--- config.mk ---
export PLATFORM = sky130hd
export DESIGN_NAME = control_sequence_screen_terminal_core
export DESIGN_NICKNAME = d
export VERILOG_FILES = /design/src/design/cssc_pkg.sv /design/src/design/control_sequence_screen_terminal_core.sv /design/src/design/cssc_cell.sv /design/src/design/cssc_ctrl.sv
export VERILOG_INCLUDE_DIRS = /design/src /design/src/design
export SDC_FILE = /design/constraint.sdc
export NUM_CORES = 2
export LEC_CHECK = 0
export ABC_AREA = 1
export BUFFER_PORTS_ARGS = -buffer_cell sky130_fd_sc_hd__buf_2
export CORE_AREA = 4 4 384 386
export DETAILED_ROUTE_END_ITERATION = 10
export DIE_AREA = 0 0 388 390
export GPL_ROUTABILITY_DRIVEN = 0
export HOLD_SLACK_MARGIN = 0.05
export PLACE_DENSITY = 0.6
export REMOVE_ABC_BUFFERS = 1
export SLEW_MARGIN = 20
export SYNTH_ARGS = -nofsm -noshare
export SYNTH_HDL_FRONTEND = slang
export SYNTH_HIERARCHICAL = 1
export SYNTH_SLANG_ARGS = --single-unit
--- constraint.sdc ---
create_clock -name clk -period 11.3 [get_ports clk]
set_input_delay 2.26 -clock clk [delete_from_list [all_inputs] [get_ports clk]]
set_output_delay 2.26 -clock clk [all_outputs]
set_load 0.05 [all_outputs]
--- src/design/control_sequence_screen_terminal_core_macros.svh ---
// Assertion macros for the terminal core RTL.
// Depends on nothing; included by the modules that carry assertions.
`ifndef CONTROL_SEQUENCE_SCREEN_TERMINAL_CORE_MACROS_SVH
`define CONTROL_SEQUENCE_SCREEN_TERMINAL_CORE_MACROS_SVH

// Same-cycle implication, disabled while reset is active.
`define CSSC_ASSERT_IMP(label, clk, rst_n, ante, cons, msg) \
    label: assert property (@(posedge clk) disable iff (!rst_n) (ante) |-> (cons)) \
        else $error(msg);

// Next-cycle implication, disabled while reset is active.
`define CSSC_ASSERT_NEXT(label, clk, rst_n, ante, cons, msg) \
    label: assert property (@(posedge clk) disable iff (!rst_n) (ante) |=> (cons)) \
        else $error(msg);

`endif

--- src/design/cssc_pkg.sv ---
// Shared types and constants of the terminal core.
// Depends on nothing; used by the cell, the controller and the top level.
`timescale 1ns / 1ps

package cssc_pkg;

    localparam int SCREEN_ROWS_DEF = 10;
    localparam int SCREEN_COLS_DEF = 10;

    localparam logic [7:0] CH_BLANK  = 8'h20;
    localparam logic [7:0] CH_CARET  = 8'h5E;
    localparam logic [7:0] CH_ZERO   = 8'h30;
    localparam logic [7:0] DIGIT_MAX = 8'd9;

    localparam logic [7:0] CMD_BOL    = 8'h62; // b
    localparam logic [7:0] CMD_CLEAR  = 8'h63; // c
    localparam logic [7:0] CMD_DOWN   = 8'h64; // d
    localparam logic [7:0] CMD_ERASE  = 8'h65; // e
    localparam logic [7:0] CMD_HOME   = 8'h68; // h
    localparam logic [7:0] CMD_INSERT = 8'h69; // i
    localparam logic [7:0] CMD_LEFT   = 8'h6C; // l
    localparam logic [7:0] CMD_OVER   = 8'h6F; // o
    localparam logic [7:0] CMD_RIGHT  = 8'h72; // r
    localparam logic [7:0] CMD_UP     = 8'h75; // u

    localparam logic [1:0] REQ_FEED  = 2'd0;
    localparam logic [1:0] REQ_READ  = 2'd1;
    localparam logic [1:0] REQ_RESET = 2'd2;

    typedef enum logic [2:0] {
        OP_NOP,
        OP_WRITE,
        OP_INSERT,
        OP_ERASE,
        OP_CLEAR
    } cell_op_t;

    // Command broadcast from the controller to every column cell.
    typedef struct packed {
        cell_op_t    op;
        logic [3:0]  row;
        logic [3:0]  col;
        logic [7:0]  data;
    } cell_cmd_t;

endpackage

--- src/design/control_sequence_screen_terminal_core.sv ---
// Top level of the escape-sequence text terminal: controller plus a chain
// of column cells. Depends on cssc_pkg, cssc_ctrl and cssc_cell.
//
//  Channel | Handshake            | Payload
//  --------+----------------------+---------------------------------------------
//  input   | in_valid / in_stall  | req_type, data_byte, read_row, read_col
//  output  | out_valid / out_stall| cell_char, cursor_row, cursor_col, insert_on
//
// A transaction is registered at acceptance and executed in the execute step,
// which writes the result register. No new transaction is taken before the
// last one has executed; the single execute step sets that pace. Write, insert,
// erase and clear all finish in the execute step, since each column cell updates
// its own characters and takes its shifted character from its left neighbor.
// Reset is asynchronous and active low; it blanks the screen, homes the cursor
// and selects overwrite mode. While the result is stalled, a newly accepted
// transaction waits in the execute step and in_stall stays high until the
// result is taken.
`timescale 1ns / 1ps

module control_sequence_screen_terminal_core #(
    parameter int SCREEN_ROWS = cssc_pkg::SCREEN_ROWS_DEF,
    parameter int SCREEN_COLS = cssc_pkg::SCREEN_COLS_DEF
) (
    input  logic       clk,
    input  logic       rst_n,
    input  logic       in_valid,
    output logic       in_stall,
    input  logic [1:0] req_type,
    input  logic [7:0] data_byte,
    input  logic [3:0] read_row,
    input  logic [3:0] read_col,
    output logic       out_valid,
    input  logic       out_stall,
    output logic [7:0] cell_char,
    output logic [3:0] cursor_row,
    output logic [3:0] cursor_col,
    output logic       insert_on
);

    cssc_pkg::cell_cmd_t         cmd;
    logic [SCREEN_COLS-1:0][7:0] col_data;

    cssc_ctrl #(
        .SCREEN_ROWS (SCREEN_ROWS),
        .SCREEN_COLS (SCREEN_COLS)
    ) u_ctrl (
        .clk        (clk),
        .rst_n      (rst_n),
        .in_valid   (in_valid),
        .in_stall   (in_stall),
        .req_type   (req_type),
        .data_byte  (data_byte),
        .read_row   (read_row),
        .read_col   (read_col),
        .out_valid  (out_valid),
        .out_stall  (out_stall),
        .cell_char  (cell_char),
        .cursor_row (cursor_row),
        .cursor_col (cursor_col),
        .insert_on  (insert_on),
        .cmd        (cmd),
        .col_data   (col_data)
    );

    // One cell per column. Each cell hands the character at the addressed row
    // to its right neighbor, which is what a row insert shifts in.
    for (genvar k = 0; k < SCREEN_COLS; k++)
    begin : g_col
        logic [7:0] left_data;

        if (k == 0)
        begin : g_first
            assign left_data = cssc_pkg::CH_BLANK;
        end
        else
        begin : g_rest
            assign left_data = col_data[k-1];
        end

        cssc_cell #(
            .SCREEN_ROWS (SCREEN_ROWS),
            .COL_INDEX   (k)
        ) u_cell (
            .clk       (clk),
            .rst_n     (rst_n),
            .cmd       (cmd),
            .left_data (left_data),
            .row_data  (col_data[k])
        );
    end

endmodule

--- src/design/cssc_cell.sv ---
// One screen column: holds every row of that column and passes the
// addressed character to its right neighbor. Depends on cssc_pkg.
`timescale 1ns / 1ps

module cssc_cell #(
    parameter int SCREEN_ROWS = cssc_pkg::SCREEN_ROWS_DEF,
    parameter int COL_INDEX   = 0
) (
    input  logic                clk,
    input  logic                rst_n,
    input  cssc_pkg::cell_cmd_t cmd,
    input  logic [7:0]          left_data,
    output logic [7:0]          row_data
);

    localparam int ROW_AW = (SCREEN_ROWS > 1) ? $clog2(SCREEN_ROWS) : 1;
    localparam logic [3:0] ROWS_L = 4'(SCREEN_ROWS);
    localparam logic [3:0] MY_COL = 4'(COL_INDEX);

    logic [7:0]        chars_reg [SCREEN_ROWS];
    logic              row_ok;
    logic [ROW_AW-1:0] row_idx;

    assign row_ok   = cmd.row < ROWS_L;
    assign row_idx  = cmd.row[ROW_AW-1:0];
    assign row_data = row_ok ? chars_reg[row_idx] : cssc_pkg::CH_BLANK;

    always_ff @(posedge clk or negedge rst_n)
    begin
        if (!rst_n)
        begin
            for (int r = 0; r < SCREEN_ROWS; r++)
            begin
                chars_reg[r] <= cssc_pkg::CH_BLANK;
            end
        end
        else
        begin
            unique case (cmd.op)
                cssc_pkg::OP_WRITE:
                begin
                    if (row_ok && cmd.col == MY_COL)
                    begin
                        chars_reg[row_idx] <= cmd.data;
                    end
                end
                cssc_pkg::OP_INSERT:
                begin
                    // The cursor column takes the new character; every
                    // column to its right takes its left neighbor's.
                    if (row_ok && cmd.col == MY_COL)
                    begin
                        chars_reg[row_idx] <= cmd.data;
                    end
                    else if (row_ok && cmd.col < MY_COL)
                    begin
                        chars_reg[row_idx] <= left_data;
                    end
                end
                cssc_pkg::OP_ERASE:
                begin
                    if (row_ok && cmd.col <= MY_COL)
                    begin
                        chars_reg[row_idx] <= cssc_pkg::CH_BLANK;
                    end
                end
                cssc_pkg::OP_CLEAR:
                begin
                    for (int r = 0; r < SCREEN_ROWS; r++)
                    begin
                        chars_reg[r] <= cssc_pkg::CH_BLANK;
                    end
                end
                default:
                begin
                end
            endcase
        end
    end

endmodule

--- src/design/cssc_ctrl.sv ---
// Request sequencer: decodes the byte stream, keeps cursor and mode state,
// drives the column cells and holds the result register. Depends on cssc_pkg and the macros header.
`timescale 1ns / 1ps

`include "control_sequence_screen_terminal_core_macros.svh"

module cssc_ctrl #(
    parameter int SCREEN_ROWS = cssc_pkg::SCREEN_ROWS_DEF,
    parameter int SCREEN_COLS = cssc_pkg::SCREEN_COLS_DEF
) (
    input  logic                         clk,
    input  logic                         rst_n,
    input  logic                         in_valid,
    output logic                         in_stall,
    input  logic [1:0]                   req_type,
    input  logic [7:0]                   data_byte,
    input  logic [3:0]                   read_row,
    input  logic [3:0]                   read_col,
    output logic                         out_valid,
    input  logic                         out_stall,
    output logic [7:0]                   cell_char,
    output logic [3:0]                   cursor_row,
    output logic [3:0]                   cursor_col,
    output logic                         insert_on,
    output cssc_pkg::cell_cmd_t          cmd,
    input  logic [SCREEN_COLS-1:0][7:0]  col_data
);

    localparam int COL_AW = (SCREEN_COLS > 1) ? $clog2(SCREEN_COLS) : 1;
    localparam logic [3:0] ROWS_L    = 4'(SCREEN_ROWS);
    localparam logic [3:0] COLS_L    = 4'(SCREEN_COLS);
    localparam logic [7:0] DIGIT_TOP = cssc_pkg::CH_ZERO + cssc_pkg::DIGIT_MAX;

    typedef enum logic {
        ST_IDLE,
        ST_EXEC
    } state_t;

    typedef enum logic [1:0] {
        PH_TEXT,
        PH_ESC,
        PH_DIGIT
    } phase_t;

    state_t     st_reg, st_next;
    phase_t     phase_reg, phase_next;
    logic [1:0] req_reg;
    logic [7:0] byte_reg;
    logic [3:0] rrow_reg;
    logic [3:0] rcol_reg;
    logic [3:0] row_reg, row_next;
    logic [3:0] col_reg, col_next;
    logic       ins_reg, ins_next;
    logic [3:0] pend_reg, pend_next;
    logic       out_valid_reg, out_valid_next;
    logic [7:0] cell_char_reg, cell_char_next;

    logic       accept;
    logic       exec_go;
    logic       is_digit;
    logic [3:0] digit_val;
    logic [3:0] row_cl;
    logic [3:0] col_cl;
    logic [7:0] digit_diff;
    logic       cursor_ok;
    logic       res_held;
    logic [8:0] cur_state;

    function automatic logic [3:0] clamp(input logic [3:0] v, input logic [3:0] lim);
        return (v >= lim) ? (lim - 4'd1) : v;
    endfunction

    assign in_stall   = (st_reg == ST_EXEC);
    assign accept     = in_valid && !in_stall;
    assign exec_go    = (st_reg == ST_EXEC) && (!out_valid_reg || !out_stall);

    assign out_valid  = out_valid_reg;
    assign cell_char  = cell_char_reg;
    assign cursor_row = row_reg;
    assign cursor_col = col_reg;
    assign insert_on  = ins_reg;

    assign digit_diff = byte_reg - cssc_pkg::CH_ZERO;
    assign digit_val  = digit_diff[3:0];
    assign is_digit   = (byte_reg >= cssc_pkg::CH_ZERO) && (byte_reg <= DIGIT_TOP);
    assign row_cl     = clamp(row_reg, ROWS_L);
    assign col_cl     = clamp(col_reg, COLS_L);

    assign cursor_ok  = (row_reg < ROWS_L) && (col_reg < COLS_L);
    assign res_held   = out_valid_reg && out_stall;
    assign cur_state  = {row_reg, col_reg, ins_reg};

    always_comb
    begin
        st_next        = st_reg;
        phase_next     = phase_reg;
        row_next       = row_reg;
        col_next       = col_reg;
        ins_next       = ins_reg;
        pend_next      = pend_reg;
        out_valid_next = out_valid_reg;
        cell_char_next = cell_char_reg;
        cmd.op         = cssc_pkg::OP_NOP;
        cmd.row        = rrow_reg;
        cmd.col        = col_cl;
        cmd.data       = byte_reg;

        if (out_valid_reg && !out_stall)
        begin
            out_valid_next = 1'b0;
        end

        if (accept)
        begin
            st_next = ST_EXEC;
        end

        if (exec_go)
        begin
            st_next        = ST_IDLE;
            out_valid_next = 1'b1;
            cell_char_next = 8'h00;

            unique case (req_reg)
                cssc_pkg::REQ_FEED:
                begin
                    // Any byte other than a caret, or an escaped caret, goes to the cursor cell.
                    if ((phase_reg == PH_TEXT && byte_reg != cssc_pkg::CH_CARET) ||
                        (phase_reg == PH_ESC && byte_reg == cssc_pkg::CH_CARET))
                    begin
                        phase_next = PH_TEXT;
                        cmd.op     = ins_reg ? cssc_pkg::OP_INSERT : cssc_pkg::OP_WRITE;
                        cmd.row    = row_cl;
                        cmd.col    = col_cl;
                        row_next   = row_cl;
                        col_next   = (col_cl + 4'd1 < COLS_L) ? col_cl + 4'd1 : col_cl;
                    end
                    else if (phase_reg == PH_TEXT)
                    begin
                        phase_next = PH_ESC;
                    end
                    else if (phase_reg == PH_ESC && is_digit)
                    begin
                        pend_next  = digit_val;
                        phase_next = PH_DIGIT;
                    end
                    else if (phase_reg == PH_ESC)
                    begin
                        phase_next = PH_TEXT;
                        unique case (byte_reg)
                            cssc_pkg::CMD_BOL:    col_next = 4'd0;
                            cssc_pkg::CMD_CLEAR:  cmd.op = cssc_pkg::OP_CLEAR;
                            cssc_pkg::CMD_DOWN:
                            begin
                                if (row_reg + 4'd1 < ROWS_L)
                                begin
                                    row_next = row_reg + 4'd1;
                                end
                            end
                            cssc_pkg::CMD_UP:
                            begin
                                if (row_reg != 4'd0)
                                begin
                                    row_next = row_reg - 4'd1;
                                end
                            end
                            cssc_pkg::CMD_LEFT:
                            begin
                                if (col_reg != 4'd0)
                                begin
                                    col_next = col_reg - 4'd1;
                                end
                            end
                            cssc_pkg::CMD_RIGHT:
                            begin
                                if (col_reg + 4'd1 < COLS_L)
                                begin
                                    col_next = col_reg + 4'd1;
                                end
                            end
                            cssc_pkg::CMD_ERASE:
                            begin
                                cmd.op  = cssc_pkg::OP_ERASE;
                                cmd.row = row_cl;
                                cmd.col = col_reg;
                            end
                            cssc_pkg::CMD_HOME:
                            begin
                                row_next = 4'd0;
                                col_next = 4'd0;
                            end
                            cssc_pkg::CMD_INSERT: ins_next = 1'b1;
                            cssc_pkg::CMD_OVER:   ins_next = 1'b0;
                            default:
                            begin
                            end
                        endcase
                    end
                    else
                    begin
                        // Second digit of a cursor sequence; anything else drops it.
                        phase_next = PH_TEXT;
                        if (is_digit)
                        begin
                            row_next = clamp(pend_reg, ROWS_L);
                            col_next = clamp(digit_val, COLS_L);
                        end
                    end
                end
                cssc_pkg::REQ_READ:
                begin
                    if (rrow_reg < ROWS_L && rcol_reg < COLS_L)
                    begin
                        cell_char_next = col_data[rcol_reg[COL_AW-1:0]];
                    end
                end
                cssc_pkg::REQ_RESET:
                begin
                    cmd.op     = cssc_pkg::OP_CLEAR;
                    row_next   = 4'd0;
                    col_next   = 4'd0;
                    ins_next   = 1'b0;
                    phase_next = PH_TEXT;
                    pend_next  = 4'd0;
                end
                default:
                begin
                end
            endcase
        end
    end

    always_ff @(posedge clk or negedge rst_n)
    begin
        if (!rst_n)
        begin
            st_reg        <= ST_IDLE;
            phase_reg     <= PH_TEXT;
            row_reg       <= 4'd0;
            col_reg       <= 4'd0;
            ins_reg       <= 1'b0;
            pend_reg      <= 4'd0;
            out_valid_reg <= 1'b0;
            cell_char_reg <= 8'h00;
        end
        else
        begin
            st_reg        <= st_next;
            phase_reg     <= phase_next;
            row_reg       <= row_next;
            col_reg       <= col_next;
            ins_reg       <= ins_next;
            pend_reg      <= pend_next;
            out_valid_reg <= out_valid_next;
            cell_char_reg <= cell_char_next;
        end
    end

    always_ff @(posedge clk)
    begin
        if (accept)
        begin
            req_reg  <= req_type;
            byte_reg <= data_byte;
            rrow_reg <= read_row;
            rcol_reg <= read_col;
        end
    end

    `CSSC_ASSERT_IMP(a_cursor_in_screen, clk, rst_n, out_valid_reg, cursor_ok, "cursor off screen")
    `CSSC_ASSERT_NEXT(a_exec_held, clk, rst_n, in_stall && res_held, in_stall, "request lost")
    `CSSC_ASSERT_NEXT(a_exec_result, clk, rst_n, exec_go, out_valid_reg, "no result produced")
    `CSSC_ASSERT_NEXT(a_state_held, clk, rst_n, res_held, $stable(cur_state), "cursor moved on stall")

endmodule

== Yosys cells after proc, flatten, opt, wreduce, memory -nomap -nowiden ==
Cells that the tools add are included.
Operators by class
  add/sub/neg operators: 6
  $lt $le $gt $ge: 35
  equality and inequality tests: 73
  muxes and demuxes: 166
  bitwise logic cells: 22
  reductions and logical operators: 69
Operators with widths (count)
  $mux W80: 40
  $pmux W80 S4: 10
  $bwmux W80: 19
  $and A70 B70 Y70: 10
  $bmux W8 S4: 11
  $mux W8: 36
  $or A10 B10 Y10: 10
  $eq A8 B7 Y1 const B: 11
  $mux W4: 22
  $not A70 Y70: 1
  $mux W11: 5
  $ne A2 B1 Y1 const B: 22
  $reduce_and A4 Y1: 10
  $logic_and A1 B1 Y1: 39
  $demux W8 S4: 1
  $lt A4 B4 Y1 const B: 8
  $ne A3 B1 Y1 const B: 10
  $pmux W4 S2: 3
  $pmux W4 S3: 2
  $ne A5 B5 Y1 const B: 4
  $eq A4 B3 Y1 const B: 4
  $ge A4 B4 Y1 const B: 4
  $le A4 B3 Y1 const B: 4
  $lt A4 B3 Y1 const B: 4
  other kinds (43): 81
Storage, ports and cells
  bits in registers: 843
  input bits: 22
  output and inout port bits: 19
  word-level logic and storage cells: 483

== Depth between registers and ports, before layout ==
  word-level depth: 19
  depth in mapped cells: 27
  depth with buffers taken out: 25

== Cells and area by module ==
The synthesis kept the hierarchy.
Modules (own cells, without submodules)
  cssc_cell at g_col[9].u_cell: instances 1, cells an instance 1098, area each 6518.8 um^2
  cssc_cell at g_col[6].u_cell: instances 1, cells an instance 1065, area each 6475.0 um^2
  cssc_cell at g_col[2].u_cell: instances 1, cells an instance 1062, area each 6409.9 um^2
  cssc_cell at g_col[8].u_cell: instances 1, cells an instance 1059, area each 6349.8 um^2
  cssc_cell at g_col[1].u_cell: instances 1, cells an instance 1049, area each 6318.6 um^2
  cssc_cell at g_col[7].u_cell: instances 1, cells an instance 1047, area each 6291.0 um^2
  cssc_cell at g_col[5].u_cell: instances 1, cells an instance 1025, area each 6122.1 um^2
  cssc_cell at g_col[3].u_cell: instances 1, cells an instance 969, area each 5969.5 um^2
  cssc_cell at g_col[4].u_cell: instances 1, cells an instance 893, area each 5514.0 um^2
  cssc_cell at g_col[0].u_cell: instances 1, cells an instance 743, area each 4890.9 um^2
  cssc_ctrl: instances 1, cells an instance 522, area each 3509.6 um^2
  control_sequence_screen_terminal_core: instances 1, cells an instance 2, area each 7.5 um^2

== Worst setup path after synthesis ==
Ideal clock, no wire load.
  kind: input -> register
  start point: input out_stall
  end point: register g_col[4].u_cell/chars_reg[77] (netlist bit)
  setup time: 75 ps
  arrival time: 7251 ps
  slack: 3974 ps
  cell stages on the path: 21
  path buffers: 1
  cells stage by stage: nand2_1 -> nand2_2 -> nor2_2 -> inv_1 -> nor2_2 -> o21ai_4 -> o21ai_1 -> nor2_1 -> nand2_2 -> inv_2 -> buf_2 -> a22oi_1 -> nand4_1 -> inv_1 -> nand3_1 -> nand2_1 -> nand2_1 -> nand3_1 -> nand2_1 -> nand2_1 -> nand2_1
RTL lines
  start, declared: RTL line control_sequence_screen_terminal_core.sv:33  | input logic out_stall,
  end signal, assigned by index: RTL line cssc_cell.sv:34  | chars_reg[r] <= cssc_pkg::CH_BLANK;
  end signal, assigned by index: RTL line cssc_cell.sv:44  | chars_reg[row_idx] <= cmd.data;
  end signal, assigned by index: RTL line cssc_cell.sv:53  | chars_reg[row_idx] <= cmd.data;
  end, declared: RTL line cssc_cell.sv:20  | logic [7:0] chars_reg [SCREEN_ROWS];

==> impl_results.md <==
* Die X at 388 um
* Vias in the first global route at 65277
* CP Max Fanout at 28
* Slew @ Worst Pin at 1.13 ns
* Worst-path clk slew at 0.06 ns
* Worst path top cell family by delay: simple AND/OR/NAND/NOR gates
* Hold Path Depth at 2
* Global route overflow at 0
* DRT iter0 DRCs at 10005
* Effective utilization at floorplan at 44.9%
* PwrDens at 264 nW/um2
* Status: finished, final reports clean
* Layout cell share with drive strength beyond 1 at 7.08%
* Largest stage delay, worst path at 0.77 ns
* DP Cell Count at 12060
* Max VDD drop at 184 uV
* Slowest cell on crit path: nor2_2
* Average wire per standard cell at 20.5 um
* Mapped Area at 64400 um2
* Total of max-cap violations at 0
* CTS Sinks at 843
* WP depth at 21
* DR vias/cell at 5.84
* First-pass GRT wire length at 387000 um
* Antenna violations before repair at 5
* Hold-fix buffers, CTS at 0
* PostCTS Resize Cnt at 0
* Syn avg cell area at 6.11 um2
* Io pins at 41
* DRC viols at 0
* Layout Nets at 10295
* FF-to-FF path depth at 22
* Clk buf depth at 3
* Max Fclk at 134 MHz
* Area after DPL at 65400 um2
* Critical Path Sink Type: register
* Critical-path cell list: buf_2 > nand2_1 > nand2_2 > nor2_2 > inv_1 > nor2_2 > o21ai_4 > nand2_1 > o21ai_4 > buf_4 > nor2_2 > nand2_1 > inv_1 > a22oi_1 > nand3_1 > nor2_1 > o221ai_1 > nand3_1 > o21ai_0 > nand2_1 > nand2_1
* Rel. slew slack at 24.6%
* Tot GR Track Use at 31.9%
* Core Area at 143000 um2
* Die height at 390 um
* Final Slew Violations at 0
* Hold WC Path Type: reg -> reg
* Routed Antenna Nets at 0
* TritonCTS Buffers at 105
* Port Buffers at 40
* Die area at 151000 um2
* Area delta synth->final at 7.27%
* Cell count after synthesis at 10532
* Buf+Inv Stages, Crit Path at 4
* Routed wire length at 251000 um
* Number of synthesis warnings at 6
* Final period util at 65.8%
* Crit path time final at 7.44 ns
* Sequential cell area at 21300 um2
* Req. time, crit path at 11.96 ns
* Largest register FFs at 720
* Post-CTS setup buffers at 0
* Final Hold Fails at 0
* Fin area at 69000 um2
* Most used cell, CP: nand2_1
* Pleak at 0.0372 uW
* Startpoint types: input port
* Arr. time, crit path at 8.09 ns
* H-tree levels at 3
* RSZ-0062 raised after global routing: no
* Crit path kind: in -> reg
* Area of the multi-input gates at 35000 um2
* Initial DRT Pass Iterations at 7
* Final setup viols at 0
* Non-filler cells, final at 12254
* Site Rows at 139
* Filler Cell Count at 15022
* Root Driver: clkbuf_16
* Via count at 71577
* DP HPWL at 163000 um
* CTS tree: done
* Clk_lat worst skew at 0.73 ns
* Largest net degree at the start of global routing at 143
* Clock Skew at 0.0476 ns
-- metrics by stage --
step           hold WS (ns)  power [uW]  setup WS (ns)  TNS (ns)  utilization [%]
3_5_place_dp          0.457       14300           3.39         0             45.5
2_1_floorplan         0.442       11100         -0.442    -33.10                -
3_3_place_gp          0.454       14200           3.34         0             45.5
5_1_grt               0.477       19500           3.68         0             48.1
6_report              0.466       18300           3.86         0             48.1
4_1_cts               0.468       18000           4.12         0             48.1
-- area by class of cell --
class                      count  share of cell area (%)
multi-input combinational   7683                    50.7
tap                         1903                    3.45
sequential                   843                    30.9
clock buffer                 142                    4.28
timing repair buffer         147                    1.57
antenna                        1                 0.00362
inverter                    1485                    8.09
clock inverter                50                    1.01
-- cells in the final DEF, fill, tap and decap left out, drive strengths merged, types with 142 or more instances in the layout --
cell       n
nor2     812
nand4    408
dfrtp    725
inv     1409
o21ai    366
a21oi    279
nand3   1576
nand2   3876
buf      147
clkbuf   142
-- tightest hold or removal path, delay by kind of cell, from the launching register on --
kind	cells	cell delay [ns]
flops	1	0.36
simple gates	2	0.10
-- path summary, 6_finish.rpt --
check                                                          start                                        end  slack (ns)
setup / recovery                                           out_stall            u_ctrl/cell_char[1]$_DFFE_PN0P_        3.86
hold / removal             g_col[9].u_cell/chars_reg[53]$_DFFE_PN1P_  g_col[9].u_cell/chars_reg[53]$_DFFE_PN1P_        0.47
setup reg to reg                        u_ctrl/byte_reg[3]$_DFFE_PP_            u_ctrl/cell_char[5]$_DFFE_PN0P_        4.37
hold reg to reg            g_col[9].u_cell/chars_reg[53]$_DFFE_PN1P_  g_col[9].u_cell/chars_reg[53]$_DFFE_PN1P_        0.47
max in group asynchronous                                      rst_n  g_col[3].u_cell/chars_reg[25]$_DFFE_PN0P_        7.70
min in group asynchronous                                      rst_n  g_col[2].u_cell/chars_reg[35]$_DFFE_PN0P_        1.51
-- layer usage --
metal	global-route usage, %	part of all wire [%]
met5	0	0.012
met4	13.7	4.6
met3	6.36	11
met2	46.9	42
met1	45.4	42
-- power by group --
part           internal, uW  switching (uW)
Combinational          2420            7020
Sequential             4480             706
Clock                  2190            1450
Total                  9090            9180
Note: power is estimated with default switching activity, not from simulation.
